**src/rtl/frcs_pkg.sv**
```systemverilog
// ============================================================================
// Flash request chunk splitter package
// Shared item types, operation and status codes, and fixed sizes used by
// the splitter and its chunk sizing unit.
// ============================================================================
package frcs_pkg;

    // Field widths fixed by the item formats.
    localparam int ADDR_W       = 24;
    localparam int LEN_W        = 16;
    localparam int FSIZE_W      = 25;
    localparam int PLOG_W       = 4;
    localparam int CHUNK_LEN_W  = 7;
    localparam int BUF_OFF_W    = 10;
    localparam int CFG_INDEX_W  = 1;

    // Fixed sizes of the flash geometry.
    localparam int SECTOR_BYTES   = 4096;
    localparam int PAGE_LOG2_MIN  = 6;
    localparam int PAGE_LOG2_MAX  = 12;
    localparam int PAGE_REM_W     = PAGE_LOG2_MAX + 1;
    localparam int MAX_RESULTS    = 64;
    localparam int RESULT_CNT_W   = $clog2(MAX_RESULTS);

    // Defaults for the top level parameters.
    localparam int DEF_WRITE_CHUNK_BYTES = 64;
    localparam int DEF_READ_CHUNK_BYTES  = 60;
    localparam int DEF_MAX_REQUEST_BYTES = 1024;

    // Configuration register reset values.
    localparam logic [FSIZE_W-1:0] FLASH_SIZE_RESET = 25'd4194304;
    localparam logic [PLOG_W-1:0]  PAGE_LOG2_RESET  = 4'd8;

    // Configuration register indexes.
    localparam logic [CFG_INDEX_W-1:0] CFG_FLASH_SIZE = 1'd0;
    localparam logic [CFG_INDEX_W-1:0] CFG_PAGE_LOG2  = 1'd1;

    // Request kinds.
    localparam logic [1:0] REQ_WRITE = 2'd0;
    localparam logic [1:0] REQ_READ  = 2'd1;
    localparam logic [1:0] REQ_ERASE = 2'd2;

    // Command operations.
    localparam logic [1:0] OP_NONE    = 2'd0;
    localparam logic [1:0] OP_PROGRAM = 2'd1;
    localparam logic [1:0] OP_READ    = 2'd2;
    localparam logic [1:0] OP_ERASE   = 2'd3;

    // Result status codes.
    localparam logic [2:0] ST_OK         = 3'd0;
    localparam logic [2:0] ST_RANGE      = 3'd1;
    localparam logic [2:0] ST_MISALIGN   = 3'd2;
    localparam logic [2:0] ST_ZERO_READ  = 3'd3;
    localparam logic [2:0] ST_TOO_LONG   = 3'd4;

    // One request item.
    typedef struct packed {
        logic [1:0]        req_type;
        logic [ADDR_W-1:0] flash_addr;
        logic [LEN_W-1:0]  length;
    } t_in_item;

    // One command descriptor.
    typedef struct packed {
        logic [1:0]             op;
        logic [ADDR_W-1:0]      chunk_addr;
        logic [CHUNK_LEN_W-1:0] chunk_len;
        logic [BUF_OFF_W-1:0]   buf_offset;
        logic [2:0]             status;
        logic                   last;
    } t_out_item;

endpackage

```
**src/rtl/frcs_chunk_unit.sv**
```systemverilog
// ============================================================================
// Chunk sizing unit
// Sizes the next command of a running request: the smallest of the bytes
// left, the room left in the program page (writes only) and the chunk limit.
// ============================================================================
module frcs_chunk_unit #(
    parameter int WRITE_CHUNK_BYTES = frcs_pkg::DEF_WRITE_CHUNK_BYTES,
    parameter int READ_CHUNK_BYTES  = frcs_pkg::DEF_READ_CHUNK_BYTES,
    parameter int REM_W             = 11
) (
    input  logic                                i_is_write,
    input  logic [frcs_pkg::ADDR_W-1:0]         i_next_addr,
    input  logic [REM_W-1:0]                    i_bytes_rem,
    input  logic [frcs_pkg::PLOG_W-1:0]         i_page_log2,
    output logic [frcs_pkg::CHUNK_LEN_W-1:0]    o_chunk_len,
    output logic [REM_W-1:0]                    o_rem_after
);

    localparam int PW = frcs_pkg::PAGE_REM_W;

    logic [frcs_pkg::PLOG_W-1:0] lg;
    logic [PW-1:0]               page;
    logic [PW-1:0]               page_off;
    logic [PW-1:0]               page_rem;
    logic [PW-1:0]               limit;
    logic [PW-1:0]               rem_w;
    logic [PW-1:0]               n_sz;

    // Clamp the page size to the supported range.
    always_comb begin
        if (i_page_log2 < frcs_pkg::PLOG_W'(frcs_pkg::PAGE_LOG2_MIN)) begin
            lg = frcs_pkg::PLOG_W'(frcs_pkg::PAGE_LOG2_MIN);
        end else if (i_page_log2 > frcs_pkg::PLOG_W'(frcs_pkg::PAGE_LOG2_MAX)) begin
            lg = frcs_pkg::PLOG_W'(frcs_pkg::PAGE_LOG2_MAX);
        end else begin
            lg = i_page_log2;
        end
    end

    // Room left in the current program page.
    assign page     = PW'(1) << lg;
    assign page_off = i_next_addr[PW-1:0] & (page - PW'(1));
    assign page_rem = page - page_off;

    // Minimum of bytes left, page room and chunk limit.
    assign limit = i_is_write ? PW'(WRITE_CHUNK_BYTES) : PW'(READ_CHUNK_BYTES);
    assign rem_w = PW'(i_bytes_rem);

    always_comb begin
        n_sz = rem_w;
        if (i_is_write && (page_rem < n_sz)) begin
            n_sz = page_rem;
        end
        if (limit < n_sz) begin
            n_sz = limit;
        end
    end

    assign o_chunk_len = n_sz[frcs_pkg::CHUNK_LEN_W-1:0];
    assign o_rem_after = i_bytes_rem - REM_W'(n_sz);

endmodule

```
**src/rtl/flash_request_chunk_splitter_unit.sv**
```systemverilog
// ============================================================================
// Flash request chunk splitter
// Turns one flash request (program, read or sector erase) into a run of
// command descriptors, cut at page boundaries (writes only) and chunk limits.
// ============================================================================
// Usage:
//   Requests enter on i_in_valid / o_in_stall with payload i_in_item; an item
//   is taken on a clock edge with valid high and stall low. Descriptors leave
//   on o_out_valid / i_out_stall with payload o_out_item; the final one of a
//   request has last set. Configuration writes (flash size, page size log2)
//   use i_cfg_valid / o_cfg_ready and are taken at any time; they should be
//   made only while no request is in flight.
// Sequence:
//   Each request passes through a range and alignment check state (S_CHECK).
//   A single result (erase, error or empty write) is registered from that
//   state, and the sequencer returns to idle to take the next request. A
//   data request goes on to S_EMIT and gives R descriptors, one per cycle
//   from the shared chunk sizing unit while the receiver does not stall;
//   the longest with the defaults is a 1024-byte read in 60-byte chunks.
// Reset and stalls:
//   Reset returns the sequencer to idle, drops o_out_valid and restores the
//   configuration defaults. While the receiver stalls, the held descriptor
//   stays put and the sequencer waits; no descriptor is lost or repeated.
// ============================================================================
module flash_request_chunk_splitter_unit #(
    parameter int WRITE_CHUNK_BYTES = frcs_pkg::DEF_WRITE_CHUNK_BYTES,
    parameter int READ_CHUNK_BYTES  = frcs_pkg::DEF_READ_CHUNK_BYTES,
    parameter int MAX_REQUEST_BYTES = frcs_pkg::DEF_MAX_REQUEST_BYTES
) (
    input  logic                                i_clk,
    input  logic                                i_rst_n,
    // Request channel
    input  logic                                i_in_valid,
    output logic                                o_in_stall,
    input  frcs_pkg::t_in_item                  i_in_item,
    // Descriptor channel
    output logic                                o_out_valid,
    input  logic                                i_out_stall,
    output frcs_pkg::t_out_item                 o_out_item,
    // Configuration write channel
    input  logic                                i_cfg_valid,
    output logic                                o_cfg_ready,
    input  logic [frcs_pkg::CFG_INDEX_W-1:0]    i_cfg_index,
    input  logic [frcs_pkg::FSIZE_W-1:0]        i_cfg_data
);

    localparam int REM_W = $clog2(MAX_REQUEST_BYTES + 1);
    localparam int AW    = frcs_pkg::ADDR_W;
    localparam int FW    = frcs_pkg::FSIZE_W;
    localparam int CW    = frcs_pkg::RESULT_CNT_W;

    typedef enum logic [1:0] {
        S_IDLE,
        S_CHECK,
        S_EMIT
    } t_state;

    // Registers
    t_state                             r_state,      n_state;
    logic [FW-1:0]                      r_flash_size, n_flash_size;
    logic [frcs_pkg::PLOG_W-1:0]        r_page_log2,  n_page_log2;
    frcs_pkg::t_in_item                 r_req,        n_req;
    logic [AW-1:0]                      r_next_addr,  n_next_addr;
    logic [REM_W-1:0]                   r_bytes_rem,  n_bytes_rem;
    logic [frcs_pkg::BUF_OFF_W-1:0]     r_buf_pos,    n_buf_pos;
    logic [CW-1:0]                      r_cnt,        n_cnt;
    logic                               r_out_valid,  n_out_valid;
    frcs_pkg::t_out_item                r_out,        n_out;

    // Check logic and chunk unit results
    logic [FW-1:0]                      len_end;
    logic [FW-1:0]                      sec_end;
    logic                               len_range_bad;
    logic                               sec_range_bad;
    logic                               too_long;
    logic                               misaligned;
    logic                               zero_len;
    logic                               out_free;
    logic                               is_write;
    logic [frcs_pkg::CHUNK_LEN_W-1:0]   chunk_len;
    logic [REM_W-1:0]                   rem_after;
    logic                               chunk_last;

    assign o_in_stall  = (r_state != S_IDLE);
    assign o_cfg_ready = 1'b1;
    assign o_out_valid = r_out_valid;
    assign o_out_item  = r_out;

    assign out_free = !r_out_valid || !i_out_stall;

    // Range, length and alignment checks on the held request.
    assign len_end       = FW'(r_req.flash_addr) + FW'(r_req.length);
    assign sec_end       = FW'(r_req.flash_addr) + FW'(frcs_pkg::SECTOR_BYTES);
    assign len_range_bad = len_end > r_flash_size;
    assign sec_range_bad = sec_end > r_flash_size;
    assign too_long      = r_req.length > frcs_pkg::LEN_W'(MAX_REQUEST_BYTES);
    assign zero_len      = (r_req.length == '0);
    assign misaligned    = (r_req.flash_addr & AW'(frcs_pkg::SECTOR_BYTES - 1)) != '0;

    // Shared chunk sizing unit, used once per descriptor.
    assign is_write = (r_req.req_type == frcs_pkg::REQ_WRITE);

    frcs_chunk_unit #(
        .WRITE_CHUNK_BYTES (WRITE_CHUNK_BYTES),
        .READ_CHUNK_BYTES  (READ_CHUNK_BYTES),
        .REM_W             (REM_W)
    ) u_chunk (
        .i_is_write  (is_write),
        .i_next_addr (r_next_addr),
        .i_bytes_rem (r_bytes_rem),
        .i_page_log2 (r_page_log2),
        .o_chunk_len (chunk_len),
        .o_rem_after (rem_after)
    );

    assign chunk_last = (rem_after == '0) || (r_cnt == CW'(frcs_pkg::MAX_RESULTS - 1));

    // Sequencer and datapath next values.
    always_comb begin
        n_state      = r_state;
        n_flash_size = r_flash_size;
        n_page_log2  = r_page_log2;
        n_req        = r_req;
        n_next_addr  = r_next_addr;
        n_bytes_rem  = r_bytes_rem;
        n_buf_pos    = r_buf_pos;
        n_cnt        = r_cnt;
        n_out_valid  = r_out_valid;
        n_out        = r_out;

        // The receiver takes the held descriptor.
        if (r_out_valid && !i_out_stall) begin
            n_out_valid = 1'b0;
        end

        // Configuration writes.
        if (i_cfg_valid) begin
            case (i_cfg_index)
                frcs_pkg::CFG_FLASH_SIZE: n_flash_size = i_cfg_data;
                frcs_pkg::CFG_PAGE_LOG2:  n_page_log2  = i_cfg_data[frcs_pkg::PLOG_W-1:0];
                default: ;
            endcase
        end

        case (r_state)
            S_IDLE: begin
                if (i_in_valid) begin
                    n_req   = i_in_item;
                    n_state = S_CHECK;
                end
            end

            S_CHECK: begin
                if (out_free) begin
                    // Default is a single closing result with no command.
                    n_out.op         = frcs_pkg::OP_NONE;
                    n_out.chunk_addr = r_req.flash_addr;
                    n_out.chunk_len  = '0;
                    n_out.buf_offset = '0;
                    n_out.status     = frcs_pkg::ST_OK;
                    n_out.last       = 1'b1;
                    n_out_valid      = 1'b1;
                    n_state          = S_IDLE;
                    n_next_addr      = r_req.flash_addr;
                    n_bytes_rem      = r_req.length[REM_W-1:0];
                    n_buf_pos        = '0;
                    n_cnt            = '0;
                    case (r_req.req_type)
                        frcs_pkg::REQ_ERASE: begin
                            if (sec_range_bad) begin
                                n_out.status = frcs_pkg::ST_RANGE;
                            end else if (misaligned) begin
                                n_out.status = frcs_pkg::ST_MISALIGN;
                            end else begin
                                n_out.op = frcs_pkg::OP_ERASE;
                            end
                        end
                        frcs_pkg::REQ_READ: begin
                            if (zero_len) begin
                                n_out.status = frcs_pkg::ST_ZERO_READ;
                            end else if (too_long) begin
                                n_out.status = frcs_pkg::ST_TOO_LONG;
                            end else if (len_range_bad) begin
                                n_out.status = frcs_pkg::ST_RANGE;
                            end else begin
                                n_out_valid = r_out_valid && i_out_stall;
                                n_state     = S_EMIT;
                            end
                        end
                        frcs_pkg::REQ_WRITE: begin
                            if (too_long) begin
                                n_out.status = frcs_pkg::ST_TOO_LONG;
                            end else if (len_range_bad) begin
                                n_out.status = frcs_pkg::ST_RANGE;
                            end else if (!zero_len) begin
                                n_out_valid = r_out_valid && i_out_stall;
                                n_state     = S_EMIT;
                            end
                        end
                        default: begin
                            n_out.status = frcs_pkg::ST_RANGE;
                        end
                    endcase
                end
            end

            S_EMIT: begin
                // One descriptor per cycle while the output register is free.
                if (out_free) begin
                    n_out.op         = is_write ? frcs_pkg::OP_PROGRAM : frcs_pkg::OP_READ;
                    n_out.chunk_addr = r_next_addr;
                    n_out.chunk_len  = chunk_len;
                    n_out.buf_offset = r_buf_pos;
                    n_out.status     = frcs_pkg::ST_OK;
                    n_out.last       = chunk_last;
                    n_out_valid      = 1'b1;
                    n_next_addr      = r_next_addr + AW'(chunk_len);
                    n_buf_pos        = r_buf_pos + frcs_pkg::BUF_OFF_W'(chunk_len);
                    n_bytes_rem      = rem_after;
                    n_cnt            = r_cnt + CW'(1);
                    if (chunk_last) begin
                        n_bytes_rem = '0;
                        n_state     = S_IDLE;
                    end
                end
            end

            default: begin
                n_state = S_IDLE;
            end
        endcase
    end

    // State and registered outputs.
    always_ff @(posedge i_clk) begin
        if (!i_rst_n) begin
            r_state      <= S_IDLE;
            r_flash_size <= frcs_pkg::FLASH_SIZE_RESET;
            r_page_log2  <= frcs_pkg::PAGE_LOG2_RESET;
            r_bytes_rem  <= '0;
            r_cnt        <= '0;
            r_out_valid  <= 1'b0;
        end else begin
            r_state      <= n_state;
            r_flash_size <= n_flash_size;
            r_page_log2  <= n_page_log2;
            r_bytes_rem  <= n_bytes_rem;
            r_cnt        <= n_cnt;
            r_out_valid  <= n_out_valid;
        end
    end

    // Payload registers.
    always_ff @(posedge i_clk) begin
        r_req       <= n_req;
        r_next_addr <= n_next_addr;
        r_buf_pos   <= n_buf_pos;
        r_out       <= n_out;
    end

    // A result without a command always closes its request.
    a_none_is_last: assert property (@(posedge i_clk) disable iff (!i_rst_n)
        (r_out_valid && (r_out.op == frcs_pkg::OP_NONE)) |-> r_out.last)
        else $error("result without a command is not marked last");

    // A result that is not the last one means the sequencer is still emitting.
    a_more_follows: assert property (@(posedge i_clk) disable iff (!i_rst_n)
        (r_out_valid && !r_out.last) |-> (r_state == S_EMIT))
        else $error("non-final result while sequencer is not emitting");

    // Data commands move between one byte and the default write chunk limit.
    a_chunk_bounds: assert property (@(posedge i_clk) disable iff (!i_rst_n)
        (r_out_valid && (r_out.op == frcs_pkg::OP_PROGRAM || r_out.op == frcs_pkg::OP_READ))
        |-> (r_out.chunk_len != '0 &&
             r_out.chunk_len <= frcs_pkg::CHUNK_LEN_W'(frcs_pkg::DEF_WRITE_CHUNK_BYTES)))
        else $error("data command length out of bounds");

    // While emitting, bytes are always left to send.
    a_emit_has_bytes: assert property (@(posedge i_clk) disable iff (!i_rst_n)
        (r_state == S_EMIT) |-> (r_bytes_rem != '0))
        else $error("emitting with no bytes remaining");

    // A stalled descriptor stays in place while the sequencer works.
    a_hold_on_stall: assert property (@(posedge i_clk) disable iff (!i_rst_n)
        (r_out_valid && i_out_stall) |=> (r_out_valid && $stable(r_out)))
        else $error("held descriptor changed under stall");

endmodule

```
**config.mk**
```make
export PLATFORM = sky130hd
export DESIGN_NAME = flash_request_chunk_splitter_unit
export DESIGN_NICKNAME = d
export VERILOG_FILES = /design/src/rtl/frcs_pkg.sv /design/src/rtl/frcs_chunk_unit.sv /design/src/rtl/flash_request_chunk_splitter_unit.sv
export SDC_FILE = /design/constraint.sdc
export NUM_CORES = 1
export LEC_CHECK = 0
export BUFFER_PORTS_ARGS = -buffer_cell sky130_fd_sc_hd__buf_2
export CAP_MARGIN = 5
export CORE_ASPECT_RATIO = 1.1
export CORE_MARGIN = 1
export CORE_UTILIZATION = 23
export DETAILED_ROUTE_END_ITERATION = 8
export GPL_TIMING_DRIVEN = 0
export MAX_ROUTING_LAYER = met4
export PLACE_DENSITY_LB_ADDON = 0.3
export SLEW_MARGIN = 15
export SYNTH_ARGS = -nofsm -noshare
export SYNTH_HDL_FRONTEND = slang
export SYNTH_SLANG_ARGS = --single-unit
```
**constraint.sdc**
```tcl
create_clock -name i_clk -period 19.2 [get_ports i_clk]
set_input_delay 0 -clock i_clk [delete_from_list [all_inputs] [get_ports i_clk]]
set_output_delay 0 -clock i_clk [all_outputs]
set_load 0.01 [all_outputs]
```
==> out/results.md <==
| Parameter | This run | Unit |
| --- | --- | --- |
| Worst EP required | 19.53 | ns |
| Number of antenna violations at the first check in global routing | 0 | - |
| Maximum clock insertion buffer count | 2 | - |
| Setup repair after global routing missed its margin | no | - |
| Fraction of post-synthesis cell area in the top cell type by area | 0.336 | - |
| Met1 usage | 0.169 | - |
| Maximum single-stage delay on the critical path | 0.53 | ns |
| Critical-path cell with the highest stage delay | sky130_fd_sc_hd__or4b_1 | - |
| Routing usage on met2 | 0.239 | - |
| Dominant cell type by area after synthesis | sky130_fd_sc_hd__edfxtp_1 | - |
| Final number of max-transition violations | 0 | - |
| Final-report hold violation count | 0 | - |
| Crit path kind | reg -> reg | - |
| Run status | completed | - |
| Number of flops mapped to enable cells by yosys | 123 | - |
| Count of buffers from port buffering | 120 | - |
| Maximum number of pins on one net before global-route repair | 81 | - |
| Number of DRC markers in iteration 0 | 560 | - |
| Pwr dens | 85.2 | mW/mm^2 |
| Global placer's final weighted congestion | 0.851 | - |
| IO Count | 123 | - |
| CTS H-tree lvls | 4 | - |
| Overflow left after global routing | 0 | - |
| Cells taking the most area after synthesis | sky130_fd_sc_hd__edfxtp_1 (34%), sky130_fd_sc_hd__ha_1 (13%), sky130_fd_sc_hd__dfxtp_1 (8.9%), sky130_fd_sc_hd__nand2_1 (4.5%), sky130_fd_sc_hd__xnor2_1 (3.2%) | - |
| Tmin final | 9.35 | ns |
| Total routed wirelength | 32.5 | mm |
| Setup Skew | 0.0235 | ns |
| Worst Tran Pin Value | 0.889 | ns |
| Final-stage net count | 1517 | - |
| Met3 track demand over resource in global routing | 0.0205 | - |
| Ratio of cells with drive above 1 in the final layout | 0.146 | - |
| Skew-Pair Late Insertion Delay | 0.47 | ns |
| Number of register bits inferred by synthesis | 172 | - |
| Instance count of the mapped netlist | 1105 | - |
| Via count of the routed design | 8848 | - |
| Register clock-pin slew on the reported worst setup and hold paths | 0.07 | ns |
| Arrival time of the worst setup path | 9.68 | ns |
| Max-cap violations | 0 | - |
| Synthesis Warnings | 0 | - |
| Die extent in x | 210 | um |
| Via density | 4.48 | - |
| Leakage Power | 0.00540 | uW |
| Remaining design rule violation count | 0 | - |
| Primary FF master, synth | sky130_fd_sc_hd__edfxtp_1 | - |
| Cell Rows | 83 | - |
| Nature of the critical path startpoint | flop | - |
| Clock buffer count from CTS | 17 | - |
| Total half-perimeter wirelength after legalization and detailed placement | 25.4 | mm |
| Portion of the post-synthesis area used by sequential elements | 0.426 | - |
| Clock tree from TritonCTS | done | - |
| CP Max Fanout | 10 | - |
| Antenna Nets Post-Route | 0 | - |
| Synth async-reset ratio | 0 | - |
| Root Driver | sky130_fd_sc_hd__clkbuf_16 | - |
| Class of the tightest hold or removal check | in -> reg | - |
| Part of the cycle the worst path needs | 0.487 | - |
| Cell area after synthesis | 0.0110 | sq mm |
| Slew Limit Headroom | 0.399 | - |
| Area Overhead vs Synth | 25.3 | % |
| Worst VDD drop | 0.0696 | mV |
| CTS Sinks | 172 | - |
| Total global routing track utilization | 0.140 | - |
| Starting utilization of the core area | 0.234 | - |
| Global-route wire length before repair | 50.1 | mm |
| First-pass iteration count of the detailed router | 5 | - |
| Height of the die | 231 | um |
| Number of instances resized during post-cts repair | 0 | - |
| Area of the die | 0.0486 | sq mm |
| Number of different library cells in the post-synthesis netlist | 77 | - |
| Maximum frequency from static timing analysis | 107 | MHz |
| Via count of the first global-routing pass | 8730 | - |
| Final count of negative-setup-slack endpoints | 0 | - |
| Inserted Diodes | 0 | - |
| Core outline area | 0.0469 | sq mm |
| Element type at the critical path end | flop | - |
| Post-DR wirelength/cell | 16.4 | um |
| Most common cell type on the critical path | sky130_fd_sc_hd__ha_1 | - |
| Post-layout total power | 1170 | uW |
| Post-synthesis area per instance | 9.93 | sq um |
| TNS Setup | 0 | ns |
| Total setup buffers inserted after CTS | 0 | - |
| GR peak layer | met2 | - |
## cell type report
type / instances / area [sq um]
Tap cell: 637 / 797
Fill cell: 5037 / 33200
Buffer: 35 / 145
Sequential cell: 172 / 4670
Clock buffer: 17 / 425
Timing Repair Buffer: 195 / 1380
Multi-Input combinational cell: 822 / 5870
Inverter: 83 / 317
Clock inverter: 15 / 146
## kinds of logic (layout without fill, tap and decap cells)
kind of cell	count (synthesis)	after routing	share of synthesized area
AO/OA/AOI/OAI	242	242	0.156
flip-flops	172	172	0.426
buffers and inverters	118	345	0.0416
multiplexers	27	27	0.0276
other	2	9	0.000684
AND/OR/NAND/NOR	359	359	0.157
adder cells (fa/ha/maj)	118	118	0.138
XOR/XNOR	67	67	0.0535
## worst paths after layout
| check | startpoint | endpoint | slack (ns) | cells after the start |
|---|---|---|---|---|
| setup reg to reg | r_page_log2[3] | r_state[1] | 9.85 | 35 |
| hold reg to reg | r_flash_size[3] | r_flash_size[3] | 0.47 | 2 |
| setup / recovery | r_page_log2[3] | r_state[1] | 9.85 | 35 |
| hold / removal | i_rst_n | r_page_log2[3] | 0.01 | 2 |
## critical path, delay by kind of cell, from the launching register on
kind	cells	cell delay, ns
AOI/OAI and AO/OA	15	3.75
xor gates and xnor gates	1	0.13
adders and majority gates	5	1.57
buffers and inverters	5	1.04
DFF	1	0.43
muxes	1	0.17
and+or+nand+nor	8	2.11
## metrics by stage
step	cell area [sq um]	setup WS [ns]	cells	utilization	hold WS [ns]
CTS	13800	9.88	1976	0.293	0.0152
finish	13800	9.85	1976	0.293	0.0130
detailed placement	12500	9.90	1871	0.265	0.178
global route	13800	9.20	1976	0.293	0.0370
floorplan	11000	11.56	1112	-	0.0989
global placement	12400	9.97	1869	0.264	0.177
## metal layers
layer  vias to the layer above  share of wire
met4                         0          0.020
met1                      4198           0.45
li1                       4425              -
met2                       191           0.50
met3                        34          0.033
met5                         -              0
## report_power, final
group,internal [uW],total [uW],switching (uW)
Combinational,158,361,202
Sequential,439,470,31.5
Clock,173,341,169
Total,770,1170,403
## timing repair
action / in CTS / in global routing
setup endpoints to repair: 0 / 0
hold buffers: 73 / 0
endpoints found under the hold margin: 74 / 0
## cells in the final DEF (no fill, tap or decap), drive strengths merged, types with 5 or more instances in the layout
master	Yosys	final
conb	2	9
and3	7	7
nor3	30	30
nor4	9	9
dlygate4sd3	0	73
o31ai	5	5
o211ai	7	7
nor3b	5	5
clkinv	3	8
a21o	31	31
a22oi	7	7
a21oi	50	50
o21bai	5	5
a31oi	8	8
a211oi	6	6
xnor2	40	40
buf	8	130
or2	5	5
edfxtp	123	123
xor2	27	27
nand2b	7	7
a21boi	37	37
dfxtp	49	49
nand2	132	132
or3	5	5
nand4	18	18
mux2i	7	7
o21a	16	16
nor2b	19	19
ha	113	113
fa	5	5
nor2	66	66
inv	80	88
and2	18	18
o21ai	34	34
clkbuf	27	44
mux2	20	20
nand3	28	28
## sequential cells by signal, summed over array words and instances (netlist names)
register / count
r_flash_size: 25
r_next_addr: 24
r_cnt: 6
o_out_valid: 1
r_state: 2
r_req: 42
r_page_log2: 4
r_bytes_rem: 11
r_buf_pos: 10
o_out_item: 47
## synthesized netlist by cell type (all sizes together), types with 6 or more instances
library cell,count
o211ai,7
nand3,28
nor2,66
buf,8
and2,18
o21ai,34
ha,113
edfxtp,123
a21oi,50
dfxtp,49
a31oi,8
nor2b,19
clkbuf,27
nand4,18
a22oi,7
mux2,20
o21a,16
inv,80
nor4,9
a21boi,37
a211oi,6
a21o,31
xor2,27
mux2i,7
xnor2,40
and3,7
nor3,30
nand2b,7
nand2,132
(Power assumes the default switching activity.)
